--- config.mk ---
export PLATFORM = sky130hd
export DESIGN_NAME = ect_cell
export DESIGN_NICKNAME = d
export VERILOG_FILES = /design/src/design/ear_clipping_triangulator_defines.svh /design/src/design/ect_pkg.sv /design/src/design/ect_cell.sv
export SDC_FILE = /design/constraint.sdc
export NUM_CORES = 1
export LEC_CHECK = 0
export BUFFER_PORTS_ARGS = -buffer_cell sky130_fd_sc_hd__clkbuf_2
export CAP_MARGIN = 20
export CORE_MARGIN = 5
export CORE_UTILIZATION = 44
export CTS_BUF_LIST = sky130_fd_sc_hd__clkbuf_16
export CTS_CLUSTER_SIZE = 8
export DETAILED_ROUTE_END_ITERATION = 8
export PLACE_DENSITY_LB_ADDON = 0.05
export SYNTH_ARGS = -nofsm -noshare
export SYNTH_HDL_FRONTEND = slang
export SYNTH_SLANG_ARGS = --single-unit
--- constraint.sdc ---
create_clock -name clk -period 7.4 [get_ports clk]
set_input_delay 1.85 -clock clk [delete_from_list [all_inputs] [get_ports clk]]
set_output_delay 1.85 -clock clk [all_outputs]
set_load 0.05 [all_outputs]
--- src/design/ear_clipping_triangulator_defines.svh ---
// Assertion macros for the ear clipping triangulator.
// Needs clk and rst in scope at the point of use.
`ifndef EAR_CLIPPING_TRIANGULATOR_DEFINES_SVH
`define EAR_CLIPPING_TRIANGULATOR_DEFINES_SVH

// Property that must hold in every cycle outside reset.
`define ECT_ALWAYS(lbl, cond, msg) \
  lbl: assert property (@(posedge clk) disable iff (rst) (cond)) else $error(msg);

// Trigger in one cycle implies a condition in the next.
`define ECT_NEXT(lbl, trig, cond, msg) \
  lbl: assert property (@(posedge clk) disable iff (rst) (trig) |=> (cond)) else $error(msg);

`endif

--- src/design/ect_pkg.sv ---
// Shared types, constants and geometry functions for the ear clipping triangulator.
// No dependencies.
package ect_pkg;

  localparam int MAX_VERTICES = 64;
  localparam int COORD_BITS   = 16;
  localparam int IDX_W        = $clog2(MAX_VERTICES);
  localparam int CNT_W        = $clog2(MAX_VERTICES + 1);
  localparam int AREA_W       = 40;

  typedef struct packed {
    logic signed [COORD_BITS-1:0] x;
    logic signed [COORD_BITS-1:0] y;
  } pt_t;

  typedef enum logic [1:0] {
    ST_OK      = 2'd0,
    ST_TOO_FEW = 2'd1,
    ST_NO_EAR  = 2'd2,
    ST_OVF     = 2'd3
  } status_t;

  typedef enum logic [1:0] {
    CELL_HOLD,
    CELL_LOAD,
    CELL_MOVE,
    CELL_DROP
  } cell_op_t;

  // Broadcast to every cell of the ring.
  typedef struct packed {
    cell_op_t         op;
    logic [IDX_W-1:0] m;
    pt_t              data;
  } cell_ctl_t;

  typedef enum logic [3:0] {
    S_LOAD,
    S_CLOSE,
    S_ORIENT,
    S_REV,
    S_ROT,
    S_CHECKN,
    S_CAND,
    S_CONVEX,
    S_SCAN,
    S_NEXT,
    S_OUT,
    S_DROP
  } state_t;

  // Sign of det(p - o, q - o): bit 1 = positive, bit 0 = negative.
  function automatic logic [1:0] orient(pt_t o, pt_t p, pt_t q);
    logic signed [COORD_BITS:0]     a, b, c, d;
    logic signed [2*COORD_BITS+1:0] pr, qr;
    a  = (COORD_BITS+1)'(p.x) - (COORD_BITS+1)'(o.x);
    b  = (COORD_BITS+1)'(p.y) - (COORD_BITS+1)'(o.y);
    c  = (COORD_BITS+1)'(q.x) - (COORD_BITS+1)'(o.x);
    d  = (COORD_BITS+1)'(q.y) - (COORD_BITS+1)'(o.y);
    pr = (2*COORD_BITS+2)'(a) * (2*COORD_BITS+2)'(d);
    qr = (2*COORD_BITS+2)'(b) * (2*COORD_BITS+2)'(c);
    return {pr > qr, pr < qr};
  endfunction

  // One shoelace term a.x*b.y - b.x*a.y, sign-extended to the accumulator width.
  function automatic logic [AREA_W-1:0] shoelace(pt_t a, pt_t b);
    logic signed [2*COORD_BITS-1:0] p1, p2;
    logic signed [2*COORD_BITS:0]   dif;
    p1  = (2*COORD_BITS)'(a.x) * (2*COORD_BITS)'(b.y);
    p2  = (2*COORD_BITS)'(b.x) * (2*COORD_BITS)'(a.y);
    dif = (2*COORD_BITS+1)'(p1) - (2*COORD_BITS+1)'(p2);
    return AREA_W'(dif);
  endfunction

endpackage

--- src/design/ect_cell.sv ---
// One vertex cell of the ring: load, move-head-to-slot and drop operations.
// Depends on ect_pkg.
module ect_cell import ect_pkg::*; (
  input  logic             clk,
  input  cell_ctl_t        ctl,
  input  logic [IDX_W-1:0] idx,
  input  pt_t              nxt,
  input  pt_t              head,
  output pt_t              q
);

  always_ff @(posedge clk) begin
    case (ctl.op)
      CELL_LOAD: if (idx == ctl.m) q <= ctl.data;
      CELL_MOVE: begin
        // slots below m shift toward the head, slot m takes the old head
        if (idx < ctl.m) q <= nxt;
        else if (idx == ctl.m) q <= head;
      end
      CELL_DROP: if (idx != '0) q <= nxt;
      default: ;
    endcase
  end

endmodule

== Word level (Yosys, flattened, before mapping) ==
Cells that the tools add are included.

* Add/subtract/negate cells: 0
* Multiply operators: 0
* Divide/modulo/power cells: 0
* Magnitude comparators: 1
* Eq/ne operators: 7
* Shift operators: 0
* Multiplexer cells: 5
* Bitwise logic cells: 0
* Reduce and logical (&&, ||, !) cells: 3

{| class="wikitable"
|+ Operators with widths
! cell !! number
|-
| two-way mux 32 bit || 4
|-
| one-hot mux 32 bit (3 select lines) || 1
|-
| equality test 6 bit || 1
|-
| < comparator 6 bit || 1
|-
| nonzero test 6 bit || 1
|-
| equality test 2 bit, second input constant || 2
|-
| != test 2 bit, second input constant || 2
|-
| AND reduction 4 bit || 1
|-
| != test 3 bit, second input constant || 1
|-
| nonzero test 3 bit || 1
|-
| equality test 2 x 1 -> 1 bit, second input constant || 1
|}

* Register bits: 32
* Latch bits: 0
* RAM bits: 0
* ROM bits: 0
* Input port bits: 111
* Output and inout bits: 32
* Word-level logic and storage cells: 18
* Memories: 0

== Logic depth before layout (Yosys ltp) ==
Gate-level depths: netlist of the first run.

* Word-level depth: 4
* Gate-level depth with buffers: 7
* Mapped depth without buffers: 6

== Worst setup path after synthesis of the first run ==
OpenSTA, ideal clock, no wires.

* Kind: input to register
* From: input ctl[35] (netlist name)
* To: register q[0] (netlist name) (enable)
* Library setup time: 0.470 ns
* Arrival time: 5.211 ns
* Data required time: 6.930 ns
* Slack: 1.719 ns
* Stages on the path: 6
* Path buffers: 0
* Cells stage by stage: inv_1 -> ha_1 -> a21oi_1 -> nor2_1 -> or3b_1 -> a211oi_1

* Longest elaborated chain between the ends: 3
* Elaborated cells between the ends (all ways): 5

{| class="wikitable"
|+ Ends and longest elaborated chain
! what !! line !! RTL
|-
| start: declaration || ect_cell.sv:5 || <nowiki>input cell_ctl_t ctl,</nowiki>
|-
| < comparator 6 bit or equality test 6 bit (tied branches) || ect_cell.sv:17, ect_cell.sv:14, ect_cell.sv:18 ||
|-
| != test 3 bit (no line) or != test 2 bit (tied branches) || -- ||
|-
| AND reduction 4 bit (no line) (*) || -- ||
|-
| end signal: assignment || ect_cell.sv:14 || <nowiki>CELL_LOAD: if (idx == ctl.m) q <= ctl.data;</nowiki>
|-
| end signal: assignment || ect_cell.sv:17 || <nowiki>if (idx < ctl.m) q <= nxt;</nowiki>
|-
| end signal: assignment || ect_cell.sv:20 || <nowiki>CELL_DROP: if (idx != '0) q <= nxt;</nowiki>
|-
| end: declaration || ect_cell.sv:9 || <nowiki>output pt_t q</nowiki>
|}

Every way passes the cells marked *; elsewhere a longest branch is shown, timed or not.
A chain may end at the register's enable or synchronous reset.

== Final worst setup path of the first run ==
* From: input ctl[37] (netlist name)
* To: register q[20] (netlist name) (enable)

Same word-level chain as after synthesis.

==> metrics.md, run 1 <==
| Metric | Value |
|---|---|
| Status | `finished clean` |
| Crit Path Class | `in -> reg` |
| Final Hold Viols | `0` |
| Startpoint Class | `input pin` |
| RSZ-0062 raised after global routing | `false` |
| Setup TNS | `0 ps` |
| Initial Util | `45.2%` |
| Initial antenna violation count | `0` |
| # diodes | `0` |
| Yosys reg bits | `32` |
| Final Cycle Share | `55.1%` |
| Peak VDD IR | `0.110 mV` |
| Detailed-placement wirelength estimate | `4470 um` |
| Drt wl/cell | `14.4 um` |
| Post-layout util | `64.7%` |
| WHS | `1930 ps` |
| Final #Nets | `465` |
| Static Leak | `0.00134 uW` |
| Width of the die | `76.9 um` |
| Hold path endpoint | `q[14]` |
| Die area | `0.00591 mm^2` |
| Core Box Area | `0.00435 mm^2` |
| Yosys warns | `0` |
| Hold WC Path Type | `in -> reg` |
| Cts hold-fix bufs | `0` |
| Sequential share of the synthesized area | `48.8%` |
| Final ANT Viol Nets | `0` |
| Aggregate global-route resource usage | `18.8%` |
| CTS Buf Count | `5` |
| Post-CTS setup buffers | `0` |
| Crit path required time | `7350 ps` |
| Iteration-0 DRC Markers | `105` |
| Routed WL | `5750 um` |
| Drt first pass iters | `4` |
| Slew headroom | `49.3%` |
| I/O pin count | `143` |
| Syn Nets | `331` |
| Max Freq | `0.245 GHz` |
| Biggest regs | `q x32` |
| Netlist cell types | `25` |
| Placed cell count | `393` |
| Die H | `76.9 um` |
| I/O Buffers | `142` |
| Commonest cells after routing, fill and taps aside | `142 x clkbuf_2, 37 x nor2_1, 32 x nand3_1, 32 x a31oi_1, 32 x edfxtp_1` |
| Rows | `24` |
| DR DRC count | `0` |
| Pins Over Slew Limit | `0` |
| Htree depth | `2` |
| Layout Cells excl Fill | `400` |
| CTS tree | `yes` |
| Number of vias per cell | `5.30` |
| Commonest non-fill, non-tap cell in the layout | `clkbuf_2` |
| Largest Register | `q` |
| Hold Startpoint | `ctl[14]` |
| Area delta synth->final | `43.0%` |
| Clock-pin slew on the worst setup and hold paths | `50 ps` |
| Pwr/cell area | `218 mW/mm^2` |
| Vias in the first global route | `1969` |
| Crit end category | `register` |
| CTS Root Cell | `clkbuf_16` |
| PostCTS Resize Cnt | `0` |
| Pin count of the biggest net entering global routing | `68` |
| Worst-path fanout max | `20` |
| Vias | `2121` |
| Worst hold stages | `3` |
| Worst-margin pin slew | `759 ps` |
| First-pass GRT wire length | `9160 um` |
| Clock sink count | `32` |
| RePlAce Congestion | `0.810` |
| Proportion of layout cells with a drive suffix above 1 | `45.4%` |
| Maximum root-to-sink buffer count | `2` |
| Syn_area_per_cell | `9.20 um^2` |
| Critical Path AT | `4020 ps` |
| Synth Cell Area | `0.00197 mm^2` |
| Post-Synthesis Cells | `214` |
| Max FFs per register | `32` |
| Post-layout min period | `4070 ps` |
| Gr ovfl total | `0` |
| Final Setup Violations | `0` |
| Max cap viols | `0` |
==> report_power, final <==
group,internal (uW),switching [uW],total (uW)
Sequential,229,5.61,234
Combinational,57.8,139,197
Clock,120,61.9,182
==> Yosys cell counts, drive strengths merged <==
cell | instances | area [um^2]
a211oi | 2 | 27.5
nand2 | 2 | 7.51
a31oi | 32 | 200
edfxtp | 32 | 961
ha | 6 | 75.1
o21ai | 33 | 165
or3b | 1 | 8.76
a21oi | 3 | 15.0
o22ai | 1 | 12.5
buf | 12 | 86.3
nand4 | 2 | 18.8
a211o | 1 | 10.0
o22a | 1 | 10.0
nor4 | 1 | 6.26
clkbuf | 7 | 26.3
nand2b | 1 | 6.26
nand3 | 32 | 160
inv | 7 | 26.3
nand3b | 1 | 7.51
nor2 | 37 | 139
==> cell families (layout without fill, tap and decap cells) <==
logic type	after synthesis	count (layout)	share of synthesized area, %
adders and majority gates	6	6	3.81
and+or+nand+nor	77	77	18.0
DFF	32	32	48.8
buffers and inverters	26	160	7.05
AOI/OAI and AO/OA	73	73	22.4
==> through the flow <==
stage	total power, uW	worst slack [ps]	instance area, um^2
floorplan	375	1720	1970
global placement	434	3070	2670
detailed placement	436	3040	2680
CTS	617	3330	2820
global route	643	3210	2820
finish	613	3330	2820
==> worst max-delay path by stage <==
stage          cells past startpoint     to    start  slack [ps]
3_3_place_gp                       8  q[25]  ctl[35]        3070
5_1_grt                            7  q[18]  ctl[37]        3210
3_5_place_dp                       7  q[25]  ctl[37]        3040
4_1_cts                            7  q[25]  ctl[37]        3330
2_1_floorplan                      6   q[0]  ctl[35]        1720
6_report                           7  q[20]  ctl[37]        3330
==> cell type report <==
cell class                 count  area [um^2]
tap                           52         65.1
clock inverter                 2         8.76
timing repair buffer         146          748
multi-input combinational    156          882
fill                         382         1540
sequential                    32          961
clock buffer                   5          125
inverter                       7         26.3
==> metal layers <==
layer  up-vias  GRT usage (%)  wire length, um
met3         7           7.14              592
met2        95           31.4             2840
met1       942           23.0             2240
met4         0           4.02               76
li1       1077              -                -
met5         -              0                0
==> worst max-delay path, cell delays in order <==
cell	delay (ps)
clkbuf_2	80
inv_1	30
ha_1	340
a21oi_1	300
or3b_1	440
a211oi_4	590
buf_4	380
Power figures use the tool's default switching activity.
==> run 2, diff against run 1 <==
Settings changed: CORE_UTILIZATION 44 to 41.
Clock period 7.4 ns to 4.18 ns, I/O delays scaled along.
==> metrics.md, run 2 (synthesis gave the netlist of run 1 again) <==
| Metric | Value |
|---|---|
| Slew headroom | `49.4%` |
| Clock-pin slew on the worst setup and hold paths | `50 ps` |
| Maximum root-to-sink buffer count | `2` |
| Status | `finished clean` |
| # diodes | `0` |
| Drt first pass iters | `4` |
| Hold WC Path Type | `in -> reg` |
| Crit Path Class | `in -> reg` |
| I/O Buffers | `142` |
| Met1 Resource Use GR | `21.6%` |
| Drt wl/cell | `14.6 um` |
| Proportion of layout cells with a drive suffix above 1 | `45.6%` |
| Worst-margin pin slew | `757 ps` |
| I/O pin count | `143` |
| Biggest regs | `q x32` |
| Peak VDD IR | `0.259 mV` |
| Post-CTS setup buffers | `0` |
| Static Leak | `0.00134 uW` |
| Setup TNS | `0 ps` |
| Crit path required time | `4100 ps` |
| Die H | `79.3 um` |
| Largest Register | `q` |
| Pwr/cell area | `390 mW/mm^2` |
| Clock sink count | `32` |
| Critical Path AT | `2850 ps` |
| Iteration-0 DRC Markers | `61` |
| Routed WL | `5860 um` |
| Commonest non-fill, non-tap cell in the layout | `clkbuf_2` |
| Post-layout min period | `2930 ps` |
| Core Box Area | `0.00469 mm^2` |
| Vias | `2106` |
| Final Setup Violations | `0` |
| RePlAce Congestion | `0.711` |
| Worst setup startpoint | `ctl[35]` |
| Initial Util | `42.0%` |
| Final #Nets | `465` |
| Htree depth | `2` |
| Detailed-placement wirelength estimate | `4480 um` |
| Max FFs per register | `32` |
| Buf+Inv Stages, Crit Path | `3` |
| Layout Cells excl Fill | `403` |
| Register area | `961 um^2` |
| Initial antenna violation count | `0` |
| GR peak layer | `met2` |
| Gate family responsible for the most delay along the worst path | `buffers and inverters` |
| Crit-path cells | `clkbuf_2 -> inv_1 -> ha_1 -> a21oi_1 -> nor2_1 -> or3b_1 -> a211oi_4 -> buf_4` |
| Placed cell count | `395` |
| Final Cycle Share | `70.1%` |
| CTS Root Cell | `clkbuf_16` |
| Layout fillers | `430` |
| Pin count of the biggest net entering global routing | `65` |
| Final ANT Viol Nets | `0` |
| Cts hold-fix bufs | `0` |
| CTS Buf Count | `5` |
| Gr ovfl total | `0` |
| Startpoint Class | `input pin` |
| WHS | `1120 ps` |
| Rows | `25` |
| Number of vias per cell | `5.23` |
| Hold Startpoint | `ctl[9]` |
| Final Hold Viols | `0` |
| Die area | `0.00629 mm^2` |
| Commonest cells after routing, fill and taps aside | `142 x clkbuf_2, 37 x nor2_1, 32 x nand3_1, 32 x a31oi_1, 32 x edfxtp_1` |
| Critical Path Slowest Stage Cell | `or3b_1` |
| Area of the multi-input gates | `882 um^2` |
| CP peak stage delay | `420 ps` |
| Max cap viols | `0` |
| Worst-path fanout max | `32` |
| Crit end category | `register` |
| GR Layer Usage met3 | `5.56%` |
| Met2 GRT Util | `33.2%` |
| PostCTS Resize Cnt | `0` |
| Pins Over Slew Limit | `0` |
| Max Freq | `0.341 GHz` |
| Area delta synth->final | `43.0%` |
| RSZ-0062 raised after global routing | `false` |
| DR DRC count | `0` |
| Aggregate global-route resource usage | `18.2%` |
| First-pass GRT wire length | `9180 um` |
| Vias in the first global route | `2022` |
| Width of the die | `79.3 um` |
| CTS tree | `yes` |
[run 2: path summary, 6_finish.rpt]
kind,cells past startpoint,to
max,8,q[0]
min,3,q[9]
[run 2: per-stage QoR]
stage                     setup slack (ps)  util [%]  total power, uW  instance area (um^2)
final                                 1250      60.0             1100                  2820
after global routing                  1110      60.0             1150                  2820
after CTS                             1240      60.0             1110                  2820
after detailed placement               971      57.1              772                  2680
after global placement                1010      57.1              770                  2680
after floorplan                        329         -              663                  1970
[run 2: layout make-up]
cell class,count,share of cell area (%)
Sequential cell,32,34.1
Multi-Input combinational cell,156,31.3
Timing Repair Buffer,146,26.3
Clock buffer,5,4.44
Tap cell,54,2.40
Inverter,7,0.933
Clock inverter,3,0.489
[run 2: metal layers]
metal,share of wire (%),routed length [um]
met5,0,0
met4,0.29,17
met3,9.2,537
met2,50,2910
met1,41,2400
[run 2: power by group]
part	leakage (uW)	switching, uW	internal [uW]	total [uW]
clock network	0.0000710	119	216	335
logic	0.000958	246	102	348
registers	0.000307	10.1	405	415
[run 2: tightest hold or removal path, delay by kind of cell]
kind / cells / cell delay, ps
compound gates: 1 / 120
buf+inv: 1 / 70
simple gates: 1 / 30
